`config.mk`:
```
export PLATFORM = sky130hd
export DESIGN_NAME = rc_stick_and_throttle_curve
export DESIGN_NICKNAME = d
export VERILOG_FILES = /design/src/hdl/rcstc_pkg.sv /design/src/hdl/rcstc_front.sv /design/src/hdl/rcstc_divider.sv /design/src/hdl/rcstc_back.sv /design/src/hdl/rc_stick_and_throttle_curve.sv
export SDC_FILE = /design/constraint.sdc
export NUM_CORES = 2
export LEC_CHECK = 0
export BUFFER_PORTS_ARGS = -buffer_cell sky130_fd_sc_hd__buf_4
export CORE_UTILIZATION = 53
export DETAILED_ROUTE_END_ITERATION = 10
export GPL_TIMING_DRIVEN = 0
export PLACE_DENSITY = 0.8
export RECOVER_POWER = 100
export SLEW_MARGIN = 20
export SYNTH_ARGS = -nofsm -noshare
export SYNTH_HDL_FRONTEND = slang
export SYNTH_SLANG_ARGS = --single-unit
```
`constraint.sdc`:
```
create_clock -name clk -period 10.2 [get_ports clk]
set_input_delay 1.53 -clock clk [delete_from_list [all_inputs] [get_ports clk]]
set_output_delay 1.53 -clock clk [all_outputs]
set_load 0.03 [all_outputs]
```
`src/hdl/rcstc_pkg.sv`:
```
`timescale 1ns / 1ps
// Shared types, constants and helper functions for the stick and throttle curve block.
// No dependencies; every other file of the block imports this package.
package rcstc_pkg;

  // Register index codes on the configuration port.
  localparam logic [2:0] CFG_RC_RATE       = 3'd0;
  localparam logic [2:0] CFG_RC_EXPO       = 3'd1;
  localparam logic [2:0] CFG_THROTTLE_MID  = 3'd2;
  localparam logic [2:0] CFG_THROTTLE_EXPO = 3'd3;
  localparam logic [2:0] CFG_MIN_THROTTLE  = 3'd4;

  // Curve constants.
  localparam logic [10:0] MAX_THROTTLE  = 11'd1850;
  localparam logic [10:0] PR_BASE       = 11'd1526;
  localparam logic [10:0] PR_DIV        = 11'd1192;
  localparam logic [6:0]  THR_STEP      = 7'd10;
  localparam logic [6:0]  THR_PCT       = 7'd100;
  localparam logic [9:0]  THR_SPAN      = 10'd1000;
  localparam logic [3:0]  PR_MAX_INDEX  = 4'd4;
  localparam logic [3:0]  THR_MAX_INDEX = 4'd10;
  localparam logic [10:0] VALUE_MAX     = 11'd2047;

  // Reciprocals for the constant divisions: q ~ (x * RECIP) >> SHIFT, then one correction.
  localparam logic [13:0] PR_RECIP      = 14'd14074;
  localparam int          PR_SHIFT      = 24;
  localparam logic [13:0] DIV10_RECIP   = 14'd13107;
  localparam int          DIV10_SHIFT   = 17;
  localparam logic [22:0] DIV1000_RECIP = 23'd4294967;
  localparam int          DIV1000_SHIFT = 32;

  // Widths of the throttle expo divider.
  localparam int DIV_NUM_W = 21;
  localparam int DIV_DEN_W = 14;
  localparam int QUO_W     = 7;

  // Clock edges from the accepting edge to the edge that takes the result.
  localparam int LATENCY = 17;

  typedef struct packed {
    logic       op;
    logic [3:0] point_index;
  } rcstc_in_t;

  typedef struct packed {
    logic [10:0] curve_value;
    logic        index_error;
  } rcstc_out_t;

  typedef struct packed {
    logic [7:0]  rc_rate;
    logic [6:0]  rc_expo;
    logic [6:0]  throttle_mid;
    logic [6:0]  throttle_expo;
    logic [10:0] min_throttle;
  } rcstc_cfg_t;

  localparam rcstc_cfg_t CFG_RESET = '{
    rc_rate:       8'd90,
    rc_expo:       7'd65,
    throttle_mid:  7'd50,
    throttle_expo: 7'd0,
    min_throttle:  11'd1150
  };

  // One item on its way through the expo divider, with the pitch/roll lane alongside.
  typedef struct packed {
    logic                  op;
    logic                  err;
    logic signed [8:0]     t;
    logic signed [21:0]    pr_prod;
    logic [DIV_NUM_W-1:0]  rem;
    logic [DIV_DEN_W-1:0]  den;
    logic [QUO_W-1:0]      quo;
  } rcstc_div_beat_t;

  // Pitch/roll breakpoint offset i*i - 15 for indexes 0 to 4.
  function automatic logic signed [4:0] pr_offset(logic [2:0] i);
    logic signed [4:0] k;
    case (i)
      3'd0:    k = -5'sd15;
      3'd1:    k = -5'sd14;
      3'd2:    k = -5'sd11;
      3'd3:    k = -5'sd6;
      3'd4:    k = 5'sd1;
      default: k = 5'sd0;
    endcase
    return k;
  endfunction

  // One restoring division step for quotient bit bit_pos.
  function automatic rcstc_div_beat_t div_step(rcstc_div_beat_t b, int unsigned bit_pos);
    rcstc_div_beat_t      r;
    logic [DIV_NUM_W-1:0] trial;
    r = b;
    trial = DIV_NUM_W'(b.den) << bit_pos;
    if (b.rem >= trial) begin
      r.rem = b.rem - trial;
      r.quo[bit_pos] = 1'b1;
    end
    return r;
  endfunction

endpackage

```
`src/hdl/rcstc_front.sv`:
```
`timescale 1ns / 1ps
// Front end: input register and the two product stages that set up both curve lanes.
// Depends on rcstc_pkg.
module rcstc_front import rcstc_pkg::*; (
  input  logic            clk,
  input  logic            rst,
  input  logic            in_valid,
  input  rcstc_in_t       in_item,
  input  rcstc_cfg_t      cfg,
  output logic            out_valid,
  output rcstc_div_beat_t out_beat
);

  logic      s0_valid;
  rcstc_in_t s0_item;

  logic                s1_valid;
  logic                s1_op;
  logic                s1_err;
  logic signed [8:0]   s1_t;
  logic [13:0]         s1_tsq;
  logic [13:0]         s1_ysq;
  logic signed [11:0]  s1_pr_a;
  logic [9:0]          s1_pr_ir;

  logic [3:0]          thr_idx;
  logic [6:0]          thr_pos;
  logic signed [8:0]   t_c;
  logic [6:0]          t_abs;
  logic [6:0]          y_c;
  logic [2:0]          pr_i;
  logic signed [12:0]  pr_a_c;
  logic [DIV_NUM_W-1:0] num_c;
  logic signed [21:0]  pr_prod_c;

  // Valid bits of the three front stages.
  always_ff @(posedge clk) begin
    if (rst) begin
      s0_valid  <= 1'b0;
      s1_valid  <= 1'b0;
      out_valid <= 1'b0;
    end else begin
      s0_valid  <= in_valid;
      s1_valid  <= s0_valid;
      out_valid <= s1_valid;
    end
  end

  // Input register.
  always_ff @(posedge clk) begin
    s0_item <= in_item;
  end

  // Stage one: signed distance from the midpoint, its bend span, and the pitch/roll base term.
  always_comb begin
    thr_idx = (s0_item.point_index > THR_MAX_INDEX) ? THR_MAX_INDEX : s0_item.point_index;
    thr_pos = 7'(thr_idx) * THR_STEP;
    t_c     = $signed({2'b00, thr_pos}) - $signed({2'b00, cfg.throttle_mid});
    t_abs   = t_c[8] ? 7'(-t_c) : 7'(t_c);
    if (t_c > 9'sd0) begin
      y_c = THR_PCT - cfg.throttle_mid;
    end else if (t_c < 9'sd0) begin
      y_c = cfg.throttle_mid;
    end else begin
      y_c = 7'd1;
    end
    if (y_c == 7'd0) begin
      y_c = 7'd1;
    end
    pr_i   = s0_item.point_index[2:0];
    pr_a_c = $signed({2'b00, PR_BASE}) + $signed({1'b0, cfg.rc_expo}) * pr_offset(pr_i);
  end

  always_ff @(posedge clk) begin
    s1_op    <= s0_item.op;
    s1_err   <= !s0_item.op && (s0_item.point_index > PR_MAX_INDEX);
    s1_t     <= t_c;
    s1_tsq   <= 14'(t_abs) * 14'(t_abs);
    s1_ysq   <= 14'(y_c) * 14'(y_c);
    s1_pr_a  <= pr_a_c[11:0];
    s1_pr_ir <= 10'(pr_i) * 10'(cfg.rc_rate);
  end

  // Stage two: expo numerator and the full pitch/roll product.
  always_comb begin
    num_c     = DIV_NUM_W'(cfg.throttle_expo) * DIV_NUM_W'(s1_tsq);
    pr_prod_c = s1_pr_a * $signed({1'b0, s1_pr_ir});
  end

  always_ff @(posedge clk) begin
    out_beat.op      <= s1_op;
    out_beat.err     <= s1_err;
    out_beat.t       <= s1_t;
    out_beat.pr_prod <= pr_prod_c;
    out_beat.rem     <= num_c;
    out_beat.den     <= s1_ysq;
    out_beat.quo     <= '0;
  end

endmodule

```
`src/hdl/rcstc_divider.sv`:
```
`timescale 1ns / 1ps
// Pipelined restoring divider for the throttle expo ratio, one quotient bit per stage.
// Depends on rcstc_pkg.
module rcstc_divider import rcstc_pkg::*; (
  input  logic            clk,
  input  logic            rst,
  input  logic            in_valid,
  input  rcstc_div_beat_t in_beat,
  output logic            out_valid,
  output rcstc_div_beat_t out_beat
);

  rcstc_div_beat_t  stage_beat [QUO_W];
  rcstc_div_beat_t  nxt_beat   [QUO_W];
  logic [QUO_W-1:0] stage_vld;

  // Each stage settles one quotient bit, most significant first.
  for (genvar s = 0; s < QUO_W; s++) begin : g_step
    if (s == 0) begin : g_head
      assign nxt_beat[s] = div_step(in_beat, QUO_W - 1 - s);
    end else begin : g_body
      assign nxt_beat[s] = div_step(stage_beat[s-1], QUO_W - 1 - s);
    end
  end

  always_ff @(posedge clk) begin
    stage_beat <= nxt_beat;
  end

  // Valid bits travel with the stages.
  always_ff @(posedge clk) begin
    if (rst) begin
      stage_vld <= '0;
    end else begin
      stage_vld <= {stage_vld[QUO_W-2:0], in_valid};
    end
  end

  assign out_valid = stage_vld[QUO_W-1];
  assign out_beat  = stage_beat[QUO_W-1];

endmodule

```
`src/hdl/rcstc_back.sv`:
```
`timescale 1ns / 1ps
// Back end: throttle bend, the divisions by constants, rescaling, clamping and the result register.
// Depends on rcstc_pkg.
module rcstc_back import rcstc_pkg::*; (
  input  logic            clk,
  input  logic            rst,
  input  rcstc_cfg_t      cfg,
  input  logic            in_valid,
  input  rcstc_div_beat_t in_beat,
  output logic            out_valid,
  output rcstc_out_t      out_result
);

  logic [5:0] vld;

  logic               s1_op, s1_err;
  logic signed [14:0] s1_tm;
  logic [20:0]        s1_pr_x;
  logic [10:0]        s1_pr_est;

  logic               s2_op, s2_err;
  logic [10:0]        s2_pr_val;
  logic               s2_neg;
  logic [13:0]        s2_mag;
  logic [10:0]        s2_est;

  logic               s3_op, s3_err;
  logic [10:0]        s3_pr_val;
  logic signed [11:0] s3_p;

  logic               s4_op, s4_err;
  logic [10:0]        s4_pr_val;
  logic signed [22:0] s4_prod;

  logic               s5_op, s5_err;
  logic [10:0]        s5_pr_val;
  logic               s5_neg;
  logic [21:0]        s5_mag;
  logic [11:0]        s5_est;

  logic               s6_op, s6_err;
  logic [10:0]        s6_pr_val;
  logic signed [12:0] s6_sv;

  logic signed [8:0]  m_c;
  logic signed [17:0] tm_c;
  logic [20:0]        pr_pos;
  logic [34:0]        pr_est_full;
  logic [21:0]        pr_rem;
  logic [11:0]        pr_quo;
  logic [10:0]        pr_val_c;
  logic               tm_neg;
  logic [13:0]        tm_mag;
  logic [27:0]        tm_prod;
  logic [14:0]        r10;
  logic [10:0]        q10;
  logic signed [11:0] sq10;
  logic [10:0]        mid10;
  logic signed [11:0] p_c;
  logic signed [11:0] diff_c;
  logic signed [23:0] prod_c;
  logic               sc_neg;
  logic [21:0]        sc_mag;
  logic [44:0]        sc_prod;
  logic [22:0]        r1000;
  logic [11:0]        q1000;
  logic signed [12:0] sv_c;
  logic signed [13:0] sum_c;
  logic [10:0]        thr_val;

  // Valid bits of the six working stages and the result register.
  always_ff @(posedge clk) begin
    if (rst) begin
      vld       <= '0;
      out_valid <= 1'b0;
    end else begin
      vld       <= {vld[4:0], in_valid};
      out_valid <= vld[5];
    end
  end

  // Stage one: bend factor times distance; reciprocal estimate of the pitch/roll quotient.
  always_comb begin
    m_c = 9'sd100 - $signed({2'b00, cfg.throttle_expo}) + $signed({2'b00, in_beat.quo});
    tm_c = $signed(in_beat.t) * m_c;
    // A negative pitch/roll product always ends at zero after clamping.
    pr_pos = in_beat.pr_prod[21] ? 21'd0 : in_beat.pr_prod[20:0];
    pr_est_full = 35'(pr_pos) * 35'(PR_RECIP);
  end

  always_ff @(posedge clk) begin
    s1_op     <= in_beat.op;
    s1_err    <= in_beat.err;
    s1_tm     <= tm_c[14:0];
    s1_pr_x   <= pr_pos;
    s1_pr_est <= pr_est_full[PR_SHIFT +: 11];
  end

  // Stage two: correct the pitch/roll quotient; estimate the division by ten.
  always_comb begin
    pr_rem = {1'b0, s1_pr_x} - 22'(s1_pr_est) * 22'(PR_DIV);
    pr_quo = (pr_rem >= 22'(PR_DIV)) ? 12'(s1_pr_est) + 12'd1 : 12'(s1_pr_est);
    pr_val_c = (pr_quo > 12'(VALUE_MAX)) ? VALUE_MAX : pr_quo[10:0];
    tm_neg = s1_tm[14];
    tm_mag = tm_neg ? 14'(-s1_tm) : 14'(s1_tm);
    tm_prod = 28'(tm_mag) * 28'(DIV10_RECIP);
  end

  always_ff @(posedge clk) begin
    s2_op     <= s1_op;
    s2_err    <= s1_err;
    s2_pr_val <= pr_val_c;
    s2_neg    <= tm_neg;
    s2_mag    <= tm_mag;
    s2_est    <= tm_prod[DIV10_SHIFT +: 11];
  end

  // Stage three: correct the division by ten, restore the sign and add the midpoint.
  always_comb begin
    r10   = {1'b0, s2_mag} - 15'(s2_est) * 15'(THR_STEP);
    q10   = (r10 >= 15'(THR_STEP)) ? s2_est + 11'd1 : s2_est;
    sq10  = s2_neg ? -$signed({1'b0, q10}) : $signed({1'b0, q10});
    mid10 = 11'(cfg.throttle_mid) * 11'(THR_STEP);
    p_c   = $signed({1'b0, mid10}) + sq10;
  end

  always_ff @(posedge clk) begin
    s3_op     <= s2_op;
    s3_err    <= s2_err;
    s3_pr_val <= s2_pr_val;
    s3_p      <= p_c;
  end

  // Stage four: scale the point by the throttle span.
  always_comb begin
    diff_c = $signed({1'b0, MAX_THROTTLE}) - $signed({1'b0, cfg.min_throttle});
    prod_c = diff_c * s3_p;
  end

  always_ff @(posedge clk) begin
    s4_op     <= s3_op;
    s4_err    <= s3_err;
    s4_pr_val <= s3_pr_val;
    s4_prod   <= prod_c[22:0];
  end

  // Stage five: reciprocal estimate of the division by one thousand on the magnitude.
  always_comb begin
    sc_neg  = s4_prod[22];
    sc_mag  = sc_neg ? 22'(-s4_prod) : 22'(s4_prod);
    sc_prod = 45'(sc_mag) * 45'(DIV1000_RECIP);
  end

  always_ff @(posedge clk) begin
    s5_op     <= s4_op;
    s5_err    <= s4_err;
    s5_pr_val <= s4_pr_val;
    s5_neg    <= sc_neg;
    s5_mag    <= sc_mag;
    s5_est    <= sc_prod[DIV1000_SHIFT +: 12];
  end

  // Stage six: correct the quotient and restore its sign.
  always_comb begin
    r1000 = {1'b0, s5_mag} - 23'(s5_est) * 23'(THR_SPAN);
    q1000 = (r1000 >= 23'(THR_SPAN)) ? s5_est + 12'd1 : s5_est;
    sv_c  = s5_neg ? -$signed({1'b0, q1000}) : $signed({1'b0, q1000});
  end

  always_ff @(posedge clk) begin
    s6_op     <= s5_op;
    s6_err    <= s5_err;
    s6_pr_val <= s5_pr_val;
    s6_sv     <= sv_c;
  end

  // Result register: add the minimum throttle, clamp, and pick the lane.
  always_comb begin
    sum_c = $signed({3'b000, cfg.min_throttle}) + s6_sv;
    if (sum_c < 14'sd0) begin
      thr_val = 11'd0;
    end else if (sum_c > $signed({3'b000, VALUE_MAX})) begin
      thr_val = VALUE_MAX;
    end else begin
      thr_val = sum_c[10:0];
    end
  end

  always_ff @(posedge clk) begin
    out_result.index_error <= s6_err;
    if (s6_op) begin
      out_result.curve_value <= thr_val;
    end else if (s6_err) begin
      out_result.curve_value <= 11'd0;
    end else begin
      out_result.curve_value <= s6_pr_val;
    end
  end

endmodule

```
`src/hdl/rc_stick_and_throttle_curve.sv`:
```
`timescale 1ns / 1ps
// Throughput: one item per cycle; busy is low except during reset.
// The 17 stages are three front stages, the seven-stage expo divider and seven back stages.
// Reset is synchronous: it empties the pipeline and restores the register defaults.
// The receiver cannot stall, so done follows accepted items one to one.
// Depends on rcstc_pkg, rcstc_front, rcstc_divider and rcstc_back.
module rc_stick_and_throttle_curve import rcstc_pkg::*; (
  input  logic        clk,
  input  logic        rst,
  input  logic        start,
  input  rcstc_in_t   item,
  output logic        busy,
  output logic        done,
  output rcstc_out_t  result,
  input  logic        cfg_write,
  input  logic [2:0]  cfg_index,
  input  logic [10:0] cfg_data
);

  rcstc_cfg_t      cfg;
  logic            in_valid;
  logic            front_valid;
  rcstc_div_beat_t front_beat;
  logic            div_valid;
  rcstc_div_beat_t div_beat;

  assign busy     = rst;
  assign in_valid = start && !busy;

  // Configuration registers; indexes beyond the list are ignored.
  always_ff @(posedge clk) begin
    if (rst) begin
      cfg <= CFG_RESET;
    end else if (cfg_write) begin
      case (cfg_index)
        CFG_RC_RATE:       cfg.rc_rate       <= cfg_data[7:0];
        CFG_RC_EXPO:       cfg.rc_expo       <= cfg_data[6:0];
        CFG_THROTTLE_MID:  cfg.throttle_mid  <= cfg_data[6:0];
        CFG_THROTTLE_EXPO: cfg.throttle_expo <= cfg_data[6:0];
        CFG_MIN_THROTTLE:  cfg.min_throttle  <= cfg_data[10:0];
        default: ;
      endcase
    end
  end

  rcstc_front u_front (
    .clk       (clk),
    .rst       (rst),
    .in_valid  (in_valid),
    .in_item   (item),
    .cfg       (cfg),
    .out_valid (front_valid),
    .out_beat  (front_beat)
  );

  rcstc_divider u_divider (
    .clk       (clk),
    .rst       (rst),
    .in_valid  (front_valid),
    .in_beat   (front_beat),
    .out_valid (div_valid),
    .out_beat  (div_beat)
  );

  rcstc_back u_back (
    .clk        (clk),
    .rst        (rst),
    .cfg        (cfg),
    .in_valid   (div_valid),
    .in_beat    (div_beat),
    .out_valid  (done),
    .out_result (result)
  );

endmodule

```
==> flow_summary.ini <==
[layout]
area.growth.synth_to_final_pct = 8.24
drive_above_1_share_pct = 3.82
diodes = 0
seq_area_um2 = 17400
final_area_um2 = 74500
layout.nets = 8980
multiInputGateArea_um2 = 45700
fill_cells = 10600

[cts]
insertion_delay_ps = 680
clk_pin_slew_ps = 70
cts_htree_levels = 3
cts_buffer_depth = 3
cts_root_buf = clkbuf_16
cts_tree = yes
cts_sinks = 869
cts_buffers = 89

[placement]
postPlaceCellArea_um2 = 71300
routabilityCongestion = 0.914
portBuffers = 35
hpwl_um = 116000
preCtsSetupSlack_ps = -633

[timing]
fin_ws_ps = 501
clock_skew_ps = 38.5
setup-violations-final = 0
slew_headroom_pct = 1.17
min_period_ps = 9700
drv_slew = 0
hold_viol = 0
tightest_slew_ps = 1470
finalCritPeriodShare_pct = 95.1
fmax_mhz = 103

[min_path]
hold_start = u_divider.nxt_beat[54]
worstHoldPathCells = 0
hp-class = reg -> reg
hold-path-endpoint = u_divider.out_beat[54]

[die]
die-width_um = 362
ios = 37
initial_core_util_pct = 53.7
dieArea_um2 = 131000
die_y_um = 362
rows = 131
core_um2 = 128000

[critical_path]
cp_slowest_cell = fa_1
r2r_start = u_back.s4_prod[0]
reg2reg_slack_ps = 500
arrival_ps = 10250
path_class = reg -> reg
setup.worst_path.start_class = flop
critPathMaxStageDelay_ps = 550
required_ps = 10750
cp_common_cell = fa_1
path_max_fanout = 6
r2r_end = u_back.s5_est[11]
reg2reg_depth = 30
endpoint_kind = flop

[grt]
grt_max_degree = 17
grt_pass1_vias = 50300
grt_antenna_before_repair = 4
grtUsageTotal_pct = 22.6
grt_first_pass_wirelength_um = 242000
grt.overflow.total = 0

[synth]
netlist_area_um2 = 68800
synth_cell_type_count = 93
yosysSeqAreaShare_pct = 25.3
ys_async_sr_fraction_pct = 0
synth_warnings = 0
synth.most_common_cell = inv_1
avgSynthCellArea_um2 = 9.79
synthFlopType = dfxtp_1
synth_top_area_cell = dfxtp_1
synthTopCellsByCount = inv_1 (1412), ha_1 (995), dfxtp_1 (869), fa_1 (803), nand2_1 (496)
synth_cells = 7026
ys_ff_latch = 869
yosys-top-cells-area = dfxtp_1 (25%), fa_1 (23%), ha_1 (18%), inv_1 (7.7%), xnor2_1 (3.9%)
synth_top_area_share_pct = 25.3
synth_edf_count = 0

[route]
viasPerCell = 5.28
dr.first_iter.drc_count = 2892
vias = 47300
drc_errors = 0
dr.pass1.iters = 6
drtAntennaViolNets = 0
drt-wirelength-per-cell_um = 16.0
wirelength_um = 143000

[run_status]
status = finished clean

[job]
drv_cap = 0
[how the worst max path moves through the flow]
stage	start	to	slack, ps	cells past startpoint
finish	u_back.s4_prod[0]	u_back.s5_est[11]	500	30
global route	u_back.s4_prod[0]	u_back.s5_est[11]	-60	30
CTS	u_back.s4_prod[0]	u_back.s5_est[11]	20	34
detailed placement	u_back.s4_prod[0]	u_back.s5_est[11]	-630	30
global placement	u_back.s4_prod[0]	u_back.s5_est[11]	-420	30
floorplan	u_back.s4_prod[0]	u_back.s5_est[11]	1050	30
[stage by stage]
step	hold WS, ps	instances	setup TNS, ps	utilization (%)
2_1_floorplan	310	7027	0	-
3_3_place_gp	310	8791	-1010	55.6
3_5_place_dp	312	8793	-2130	55.6
4_1_cts	306	8961	0	58.1
5_1_grt	320	8963	-63.5	58.1
6_report	308	8963	0	58.1
[sequential cells by signal (all words and copies together), names as in the netlist, 12 cells and up]
name	count
u_divider.out_beat	39
u_back.out_result	12
u_front.s1_tsq	12
u_back.s5_est	12
u_divider.nxt_beat	291
cfg	40
u_back.s6_sv	13
u_back.s3_p	12
u_back.s1_pr_x	18
u_back.s1_tm	15
u_back.s5_mag	19
u_back.s4_prod	23
u_front.s1_ysq	13
u_back.s2_mag	13
u_divider.stage_beat	126
u_front.out_beat	66
u_front.s1_pr_a	12
[logic make-up (layout without fill, tap and decap cells)]
logic type / count (synthesis) / after routing / share of synthesized area [%]
adders and majority gates: 1798 / 1798 / 41.5
buffers and inverters: 1529 / 1736 / 8.39
and+or+nand+nor: 1500 / 1500 / 10.7
DFF: 869 / 869 / 25.3
AOI/OAI and AO/OA: 863 / 863 / 8.02
xor gates and xnor gates: 406 / 406 / 5.18
muxes: 59 / 59 / 0.917
other: 2 / 3 / 0.0109
[metal layers]
layer	wire (um)	global-route usage, %
met4	5490	8.90
met3	7960	3.35
met5	0	0
met2	70000	39.4
met1	59800	28.0
[placed cells by master, fill, tap and decap left out, types with 85 or more instances in the layout]
master        n
a21oi_1     266
and2_1      200
clkbuf_1    135
clkbuf_16    89
dfxtp_1     869
fa_1        803
ha_1        995
inv_1      1411
nand2_1     496
nand2b_1     85
nor2_1      278
o21ai_0     187
xnor2_1     306
xor2_1       94
[area by class of cell]
class | instances | area share [%]
multi-input combinational | 4629 | 61.4
sequential | 869 | 23.4
inverter | 1413 | 7.13
clock buffer | 108 | 3.25
tap | 1729 | 2.90
clock inverter | 58 | 0.986
buffer | 116 | 0.625
timing repair buffer | 41 | 0.333
[repair_timing]
item	4_1_cts	5_1_grt
setup buffers	2	2
pin swaps	1	4
setup endpoints to repair	5	6
hold buffers	0	0
cloned	0	0
resized for setup	4	14
[critical path: cells and delay by family (launching register included)]
family / cells / cell delay, ps
compound gates: 10 / 2240
xor+xnor: 2 / 450
fa+ha+maj: 8 / 3660
buf+inv: 2 / 390
flops: 1 / 420
simple gates: 8 / 2390
Power is not shown: default switching activity piles up to over one toggle a cycle in this logic, so the estimate is an artifact.
